$ cat src/hw/rtl/qps_pkg.sv
// Shared constants, types and the quadrature transition table of the position servo.
`timescale 1ns / 1ps
`default_nettype none

package qps_pkg;

  localparam int CountW = 32;
  localparam int DutyW = 10;
  localparam int LimW = 10;
  localparam int DutyFull = 1000;

  localparam logic [2:0] OpTick = 3'd0;
  localparam logic [2:0] OpMove = 3'd1;
  localparam logic [2:0] OpRotate = 3'd2;
  localparam logic [2:0] OpStart = 3'd3;
  localparam logic [2:0] OpStop = 3'd4;

  localparam logic [1:0] ModeStopped = 2'd0;
  localparam logic [1:0] ModeLinear = 2'd1;
  localparam logic [1:0] ModeRotate = 2'd2;

  localparam logic signed [33:0] InvMoveQ16 = 34'sd59578;
  localparam logic signed [33:0] InvRotQ16 = 34'sd35425;

  typedef struct packed {
    logic             dir;
    logic [DutyW-1:0] duty;
    logic             zero;
  } drive_t;

  function automatic logic signed [1:0] step_lut(input logic [3:0] code);
    logic signed [1:0] s;
    case (code)
      4'd1, 4'd7, 4'd8, 4'd14: s = -2'sd1;
      4'd2, 4'd4, 4'd11, 4'd13: s = 2'sd1;
      default: s = 2'sd0;
    endcase
    return s;
  endfunction

endpackage

`default_nettype wire

$ cat src/hw/rtl/qps_decoder.sv
// Quadrature transition decoder that steps one wrapping position count.
`timescale 1ns / 1ps
`default_nettype none

module qps_decoder
  import qps_pkg::*;
(
  input  wire logic [1:0]        prev_i,
  input  wire logic [1:0]        cur_i,
  input  wire logic [CountW-1:0] pos_i,
  output logic      [CountW-1:0] pos_o
);

  logic signed [1:0] step;

  always_comb begin
    step = step_lut({prev_i, cur_i});
    pos_o = pos_i + CountW'(step);
  end

endmodule

`default_nettype wire

$ cat src/hw/rtl/qps_goal.sv
// New goal from a count plus a Q16 offset, truncated toward zero.
`timescale 1ns / 1ps
`default_nettype none

module qps_goal
  import qps_pkg::*;
(
  input  wire logic        [CountW-1:0] pos_i,
  input  wire logic signed [33:0]       offset_i,
  output logic             [CountW-1:0] goal_o
);

  localparam int SumW = CountW + 17;

  logic signed [SumW-1:0] sum;
  logic signed [SumW-1:0] biased;

  always_comb begin
    sum = $signed({pos_i[CountW-1], pos_i, 16'h0000}) + SumW'(offset_i);
    biased = sum + (sum[SumW-1] ? SumW'(65535) : SumW'(0));
    goal_o = biased[CountW+15:16];
  end

endmodule

`default_nettype wire

$ cat src/hw/rtl/qps_ctrl.sv
// Proportional controller with saturation, deadband and speed clamp for one motor.
`timescale 1ns / 1ps
`default_nettype none

module qps_ctrl
  import qps_pkg::*;
(
  input  wire logic              enable_i,
  input  wire logic [CountW-1:0] goal_i,
  input  wire logic [CountW-1:0] pos_i,
  input  wire logic [LimW-1:0]   lim_i,
  output drive_t                 drive_o
);

  logic signed [CountW-1:0] diff;
  logic signed [15:0]       d16;
  logic signed [16:0]       err;
  logic signed [16:0]       lim;
  logic signed [16:0]       cmd;

  always_comb begin
    diff = $signed(goal_i - pos_i);
    d16 = diff[15:0];
    lim = $signed({7'd0, lim_i});
    if (diff > 32'sd1092) begin
      err = 17'sd32767;
    end else if (diff < -32'sd1092) begin
      err = -17'sd32768;
    end else begin
      err = 17'((d16 <<< 5) - (d16 <<< 1));
    end
    if (err > -17'sd100 && err < 17'sd100) begin
      err = 17'sd0;
    end
    if (err > lim) begin
      cmd = lim;
    end else if (err < -lim) begin
      cmd = -lim;
    end else begin
      cmd = err;
    end
    if (!enable_i) begin
      cmd = 17'sd0;
    end
    drive_o.dir = cmd > 17'sd0;
    drive_o.zero = cmd == 17'sd0;
    if (cmd > 17'sd0) begin
      drive_o.duty = DutyW'(17'(DutyFull) - cmd);
    end else begin
      drive_o.duty = DutyW'(-cmd);
    end
  end

endmodule

`default_nettype wire

$ cat src/hw/rtl/quadrature_position_servo_unit.sv
// Top level of the two-wheel quadrature position servo.
// An accepted item waits in the input register; its result goes to the output register.
// Throughput: one item per cycle if out_stall_i is low; count, goal, mode update in one pass.
// The input register accepts a new item while a finished result waits to be taken, if empty.
// Reset halts the servo, stops motion and clears counts, goals, phases and the speed limit.
`timescale 1ns / 1ps
`default_nettype none

module quadrature_position_servo_unit
  import qps_pkg::*;
(
  input  wire logic                clk_i,
  input  wire logic                rst_ni,
  input  wire logic                in_valid_i,
  output logic                     in_stall_o,
  input  wire logic [2:0]          operation_i,
  input  wire logic signed [15:0]  amount_i,
  input  wire logic                enc_one_a_i,
  input  wire logic                enc_one_b_i,
  input  wire logic                enc_two_a_i,
  input  wire logic                enc_two_b_i,
  input  wire logic                cfg_we_i,
  input  wire logic [LimW-1:0]     cfg_wdata_i,
  output logic                     out_valid_o,
  input  wire logic                out_stall_i,
  output logic                     motor_one_dir_o,
  output logic [DutyW-1:0]         motor_one_duty_o,
  output logic                     motor_two_dir_o,
  output logic [DutyW-1:0]         motor_two_duty_o,
  output logic                     motor_idle_o,
  output logic [1:0]               motion_mode_o,
  output logic signed [CountW-1:0] count_one_o,
  output logic signed [CountW-1:0] count_two_o
);

  logic              in_vld_q;
  logic [2:0]        op_q;
  logic signed [15:0] amt_q;
  logic [1:0]        code_one_q;
  logic [1:0]        code_two_q;

  logic [LimW-1:0]   speed_limit_q;
  logic [1:0]        phase_one_q, phase_two_q;
  logic [CountW-1:0] pos_one_q, pos_one_d;
  logic [CountW-1:0] pos_two_q, pos_two_d;
  logic [CountW-1:0] goal_one_q, goal_one_d;
  logic [CountW-1:0] goal_two_q, goal_two_d;
  logic [1:0]        mode_q, mode_d;
  logic              halted_q, halted_d;

  logic              out_vld_q;
  drive_t            drv_one_q, drv_one_d;
  drive_t            drv_two_q, drv_two_d;
  logic              sleep_q, sleep_d;

  logic              advance, fire, accept;
  logic [CountW-1:0] tick_one, tick_two;
  logic [CountW-1:0] new_goal_one, new_goal_two;
  logic signed [33:0] off_one, off_two;
  logic [LimW-1:0]   lim;
  logic              ctrl_en;
  drive_t            ctrl_one, ctrl_two;

  assign advance = !out_vld_q || !out_stall_i;
  assign fire = in_vld_q && advance;
  assign in_stall_o = in_vld_q && !advance;
  assign accept = in_valid_i && !in_stall_o;

  assign lim = (speed_limit_q > LimW'(DutyFull)) ? LimW'(DutyFull) : speed_limit_q;
  assign ctrl_en = !halted_q && (mode_q != ModeStopped);

  always_comb begin
    if (op_q == OpRotate) begin
      off_one = 34'(amt_q) * InvRotQ16;
      off_two = -off_one;
    end else begin
      off_one = 34'(amt_q) * InvMoveQ16;
      off_two = off_one;
    end
  end

  qps_decoder u_dec_one (
    .prev_i(phase_one_q),
    .cur_i (code_one_q),
    .pos_i (pos_one_q),
    .pos_o (tick_one)
  );

  qps_decoder u_dec_two (
    .prev_i(phase_two_q),
    .cur_i (code_two_q),
    .pos_i (pos_two_q),
    .pos_o (tick_two)
  );

  qps_goal u_goal_one (
    .pos_i   (pos_one_q),
    .offset_i(off_one),
    .goal_o  (new_goal_one)
  );

  qps_goal u_goal_two (
    .pos_i   (pos_two_q),
    .offset_i(off_two),
    .goal_o  (new_goal_two)
  );

  qps_ctrl u_ctrl_one (
    .enable_i(ctrl_en),
    .goal_i  (goal_one_q),
    .pos_i   (tick_one),
    .lim_i   (lim),
    .drive_o (ctrl_one)
  );

  qps_ctrl u_ctrl_two (
    .enable_i(ctrl_en),
    .goal_i  (goal_two_q),
    .pos_i   (tick_two),
    .lim_i   (lim),
    .drive_o (ctrl_two)
  );

  always_comb begin
    pos_one_d = pos_one_q;
    pos_two_d = pos_two_q;
    goal_one_d = goal_one_q;
    goal_two_d = goal_two_q;
    mode_d = mode_q;
    halted_d = halted_q;
    drv_one_d = '{dir: 1'b0, duty: '0, zero: 1'b1};
    drv_two_d = '{dir: 1'b0, duty: '0, zero: 1'b1};
    sleep_d = 1'b0;
    case (op_q)
      OpTick: begin
        pos_one_d = tick_one;
        pos_two_d = tick_two;
        drv_one_d = ctrl_one;
        drv_two_d = ctrl_two;
        sleep_d = ctrl_one.zero && ctrl_two.zero;
        if (ctrl_en && ctrl_one.zero && ctrl_two.zero) begin
          mode_d = ModeStopped;
        end
      end
      OpMove: begin
        mode_d = ModeLinear;
        goal_one_d = new_goal_one;
        goal_two_d = new_goal_two;
      end
      OpRotate: begin
        mode_d = ModeRotate;
        goal_one_d = new_goal_one;
        goal_two_d = new_goal_two;
      end
      OpStart: begin
        halted_d = 1'b0;
      end
      OpStop: begin
        halted_d = 1'b1;
      end
      default: begin
        halted_d = halted_q;
      end
    endcase
  end

  always_ff @(posedge clk_i or negedge rst_ni) begin
    if (!rst_ni) begin
      in_vld_q <= 1'b0;
    end else if (accept) begin
      in_vld_q <= 1'b1;
    end else if (advance) begin
      in_vld_q <= 1'b0;
    end
  end

  always_ff @(posedge clk_i) begin
    if (accept) begin
      op_q <= operation_i;
      amt_q <= amount_i;
      code_one_q <= {enc_one_a_i, enc_one_b_i};
      code_two_q <= {enc_two_b_i, enc_two_a_i};
    end
  end

  always_ff @(posedge clk_i or negedge rst_ni) begin
    if (!rst_ni) begin
      speed_limit_q <= '0;
      phase_one_q <= 2'd0;
      phase_two_q <= 2'd0;
      pos_one_q <= '0;
      pos_two_q <= '0;
      goal_one_q <= '0;
      goal_two_q <= '0;
      mode_q <= ModeStopped;
      halted_q <= 1'b1;
    end else begin
      if (cfg_we_i) begin
        speed_limit_q <= cfg_wdata_i;
      end
      if (fire) begin
        if (op_q == OpTick) begin
          phase_one_q <= code_one_q;
          phase_two_q <= code_two_q;
        end
        pos_one_q <= pos_one_d;
        pos_two_q <= pos_two_d;
        goal_one_q <= goal_one_d;
        goal_two_q <= goal_two_d;
        mode_q <= mode_d;
        halted_q <= halted_d;
      end
    end
  end

  always_ff @(posedge clk_i or negedge rst_ni) begin
    if (!rst_ni) begin
      out_vld_q <= 1'b0;
    end else if (fire) begin
      out_vld_q <= 1'b1;
    end else if (!out_stall_i) begin
      out_vld_q <= 1'b0;
    end
  end

  always_ff @(posedge clk_i) begin
    if (fire) begin
      drv_one_q <= drv_one_d;
      drv_two_q <= drv_two_d;
      sleep_q <= sleep_d;
    end
  end

  assign out_valid_o = out_vld_q;
  assign motor_one_dir_o = drv_one_q.dir;
  assign motor_one_duty_o = drv_one_q.duty;
  assign motor_two_dir_o = drv_two_q.dir;
  assign motor_two_duty_o = drv_two_q.duty;
  assign motor_idle_o = sleep_q;
  assign motion_mode_o = mode_q;
  assign count_one_o = $signed(pos_one_q);
  assign count_two_o = $signed(pos_two_q);

endmodule

`default_nettype wire
$ cat config.mk
export PLATFORM = sky130hd
export DESIGN_NAME = quadrature_position_servo_unit
export DESIGN_NICKNAME = d
export VERILOG_FILES = /design/src/hw/rtl/qps_pkg.sv /design/src/hw/rtl/qps_decoder.sv /design/src/hw/rtl/qps_goal.sv /design/src/hw/rtl/qps_ctrl.sv /design/src/hw/rtl/quadrature_position_servo_unit.sv
export SDC_FILE = /design/constraint.sdc
export NUM_CORES = 2
export LEC_CHECK = 0
export BUFFER_PORTS_ARGS = -buffer_cell sky130_fd_sc_hd__buf_4
export CAP_MARGIN = 10
export CORE_UTILIZATION = 36
export DETAILED_ROUTE_END_ITERATION = 8
export PLACE_DENSITY = 0.6
export SLEW_MARGIN = 10
export SYNTH_ARGS = -nofsm -noshare
export SYNTH_HDL_FRONTEND = slang
export SYNTH_SLANG_ARGS = --single-unit
$ cat constraint.sdc
create_clock -name clk_i -period 17.79 [get_ports clk_i]
set_input_delay 3.558 -clock clk_i [delete_from_list [all_inputs] [get_ports clk_i]]
set_output_delay 3.558 -clock clk_i [all_outputs]
set_load 0.005 [all_outputs]
==> impl_metrics.env <==
export IMPL_postCtsHoldBufs=0
export IMPL_setup_violations=0
export IMPL_synth_seq_area_share=0.1452
export IMPL_fin_crit_sh=0.8149
export IMPL_crit_arrival_ns=14.75
export IMPL_grt_pass1_wl_mm=161.6
export IMPL_ys_types=128
export IMPL_syn_area_um2=34860
export IMPL_path_class="reg2reg"
export IMPL_clk_latency_ns=0.53
export IMPL_portBuffers=128
export IMPL_cts_sinks=193
export IMPL_synth_top_cell_area_share=0.1895
export IMPL_path_delay_family="compound AO/OA/AOI/OAI gates"
export IMPL_dpl_hpwl_mm=85.29
export IMPL_die_h_um=313.2
export IMPL_cts_clk_slew_worst_paths_ns=0.08
export IMPL_row_count=113
export IMPL_firstDrtPassIters=6
export IMPL_synth_most_common_cell="ha_1"
export IMPL_die_w_um=313.2
export IMPL_clk_path_buf_depth=2
export IMPL_start_util=0.3652
export IMPL_dieArea_um2=98070
export IMPL_rsz0062_at_grt="no"
export IMPL_async_flop_share=0.7617
export IMPL_globalplace_congestion=0.9160
export IMPL_seq_area_um2=5061
export IMPL_vias=30770
export IMPL_syn_mean_instance_area_um2=8.101
export IMPL_hold_viol_final=0
export IMPL_synth_edf_count=46
export IMPL_cts_tree="built"
export IMPL_ys_warn_count=0
export IMPL_syn_inst=4303
export IMPL_grt_max_degree=94
export IMPL_postLayoutCoreUtil=0.3958
export IMPL_grt_antenna_before_repair=0
export IMPL_core_area_um2=95440
export IMPL_worst_path_buf_inv=4
export IMPL_synth_nets=5026
export IMPL_fin_setup_tns_ns=0
export IMPL_startpoint_type="flop"
export IMPL_ys_top_cells_by_count="528 x ha_1, 451 x nand2_1, 424 x inv_1"
export IMPL_nFillCells=9874
export IMPL_crit_required_ns=18.05
export IMPL_grt_pass1_vias=29440
export IMPL_totalWireLength_mm=102.3
export IMPL_outcome="finished clean"
export IMPL_h_tree_depth=4
export IMPL_postCtsSetupBuffers=0
export IMPL_overflow=0
export IMPL_finalClockSkew_ns=0.03097
export IMPL_min_path_type="reg2reg"
export IMPL_maxSlewHeadroom=0.2978
export IMPL_area_growth_pct=8.367
export IMPL_max_cap_viol_count=0
export IMPL_cp_slowest_cell="mux4_2"
export IMPL_worst_pin_slew_ns=1.024
export IMPL_critPathMaxFanout=34
export IMPL_ys_seq_elements=193
export IMPL_cts_root_buf="clkbuf_16"
export IMPL_ctsResizeCount=0
export IMPL_synth_area_leaders="ha_1 19%, dfrtp_1 10%, fa_1 9.0%"
export IMPL_drive_gt1_frac=0.07355
export IMPL_wl_per_cell_um=18.12
export IMPL_slowest_delay_ns=0.84
export IMPL_drtAntennaViolNets=0
export IMPL_synth_top_area_cell="ha_1"
export IMPL_drv_slew=0
export IMPL_synth_main_ff_cell="dfrtp_1"
export IMPL_post_drt_via_cell_ratio=5.450
export IMPL_ioPinCount=129
export IMPL_drc=0
export IMPL_grtUsageTotal=0.2072
export IMPL_drt_iter0_drc=2109
export IMPL_fmax_mhz=68.98
export IMPL_cpMostUsedCell="o21a_1"
export IMPL_fin_crit_ns=14.50
export IMPL_numCtsBuffers=17
export IMPL_cp_end_kind="flop"
export IMPL_multi_input_area_um2=27800
export IMPL_nNetsFinal=5088
-- sequential cells by signal, indices dropped and copies added (netlist names), 3 cells and up --
| name | flops |
|---|---|
| count_one_o | 32 |
| count_two_o | 32 |
| goal_one_q | 32 |
| goal_two_q | 32 |
| amt_q | 16 |
| motor_one_duty_o | 10 |
| motor_two_duty_o | 10 |
| speed_limit_q | 10 |
| op_q | 3 |
-- path summary, 6_finish.rpt --
| kind | endpoint | cells after the start | startpoint | slack (ns) |
|---|---|---|---|---|
| min | goal_one_q[27]$_DFFE_PN0P_ | 2 | goal_one_q[27]$_DFFE_PN0P_ | 0.49 |
| max reg2reg | motor_two_duty_o[6]$_SDFFCE_PN0P_ | 60 | code_two_q[0]$_DFFE_PP_ | 3.29 |
| max | motor_two_duty_o[6]$_SDFFCE_PN0P_ | 60 | code_two_q[0]$_DFFE_PP_ | 3.29 |
| min reg2reg | goal_one_q[27]$_DFFE_PN0P_ | 2 | goal_one_q[27]$_DFFE_PN0P_ | 0.49 |
| min in group asynchronous | count_one_o[21]$_DFFE_PN0P_ | 1 | rst_ni | 3.12 |
| max in group asynchronous | goal_two_q[20]$_DFFE_PN0P_ | 2 | rst_ni | 13.25 |
-- worst min-delay path: stages, from the launching register on --
cell     delay [ns]
dfrtp_1        0.35
nand2_1        0.05
o21ai_0        0.06
-- per-stage QoR --
step | area, µm² | worst slack, ns | std cells | hold slack (ns)
global placement | 37150 | 3.559 | 5611 | 0.4693
detailed placement | 37150 | 3.326 | 5611 | 0.4786
CTS | 37760 | 3.228 | 5643 | 0.4951
global route | 37770 | 1.913 | 5643 | 0.5177
floorplan | 34860 | 5.088 | 4303 | 0.4453
finish | 37770 | 3.292 | 5645 | 0.4905
-- routing by layer --
layer  share of wire  GRT usage  vias to the layer above
met5               0          0                        -
met4           0.027    0.06441                        0
met3           0.042    0.02865                      110
met2            0.44     0.3317                      609
met1            0.49     0.2873                    14520
li1                -          -                    15530
-- area by class of cell --
cell class                 count  share of cell area
timing repair buffer         148             0.02951
clock inverter                13            0.004439
tap                         1265             0.04190
sequential                   193              0.1340
antenna                        2           0.0001325
inverter                     427             0.04243
multi-input combinational   3578              0.7359
clock buffer                  19             0.01173
-- cell families (layout without fill, tap and decap cells) --
family,after synthesis,in the layout,share of synthesized area
and+or+nand+nor,1373,1373,0.1986
AOI/OAI and AO/OA,1146,1146,0.2188
adders and majority gates,694,694,0.2823
buffers and inverters,532,607,0.05797
xor gates and xnor gates,326,326,0.08453
DFF,193,193,0.1452
muxes,39,39,0.01256
other,0,2,0
-- layout by cell type, fill, tap and decap left out, drive strengths merged, types with 92 or more instances in the layout --
cell / instances
a21o: 92
a21oi: 236
buf: 148
dfrtp: 146
fa: 157
ha: 528
inv: 434
nand2: 452
nand3: 102
nor2: 264
nor3: 114
o21ai: 355
xnor2: 204
xor2: 116
Power is left out: the tool's default activity adds up to more than one toggle a clock period on the data nets, which glitch-free logic cannot reach.
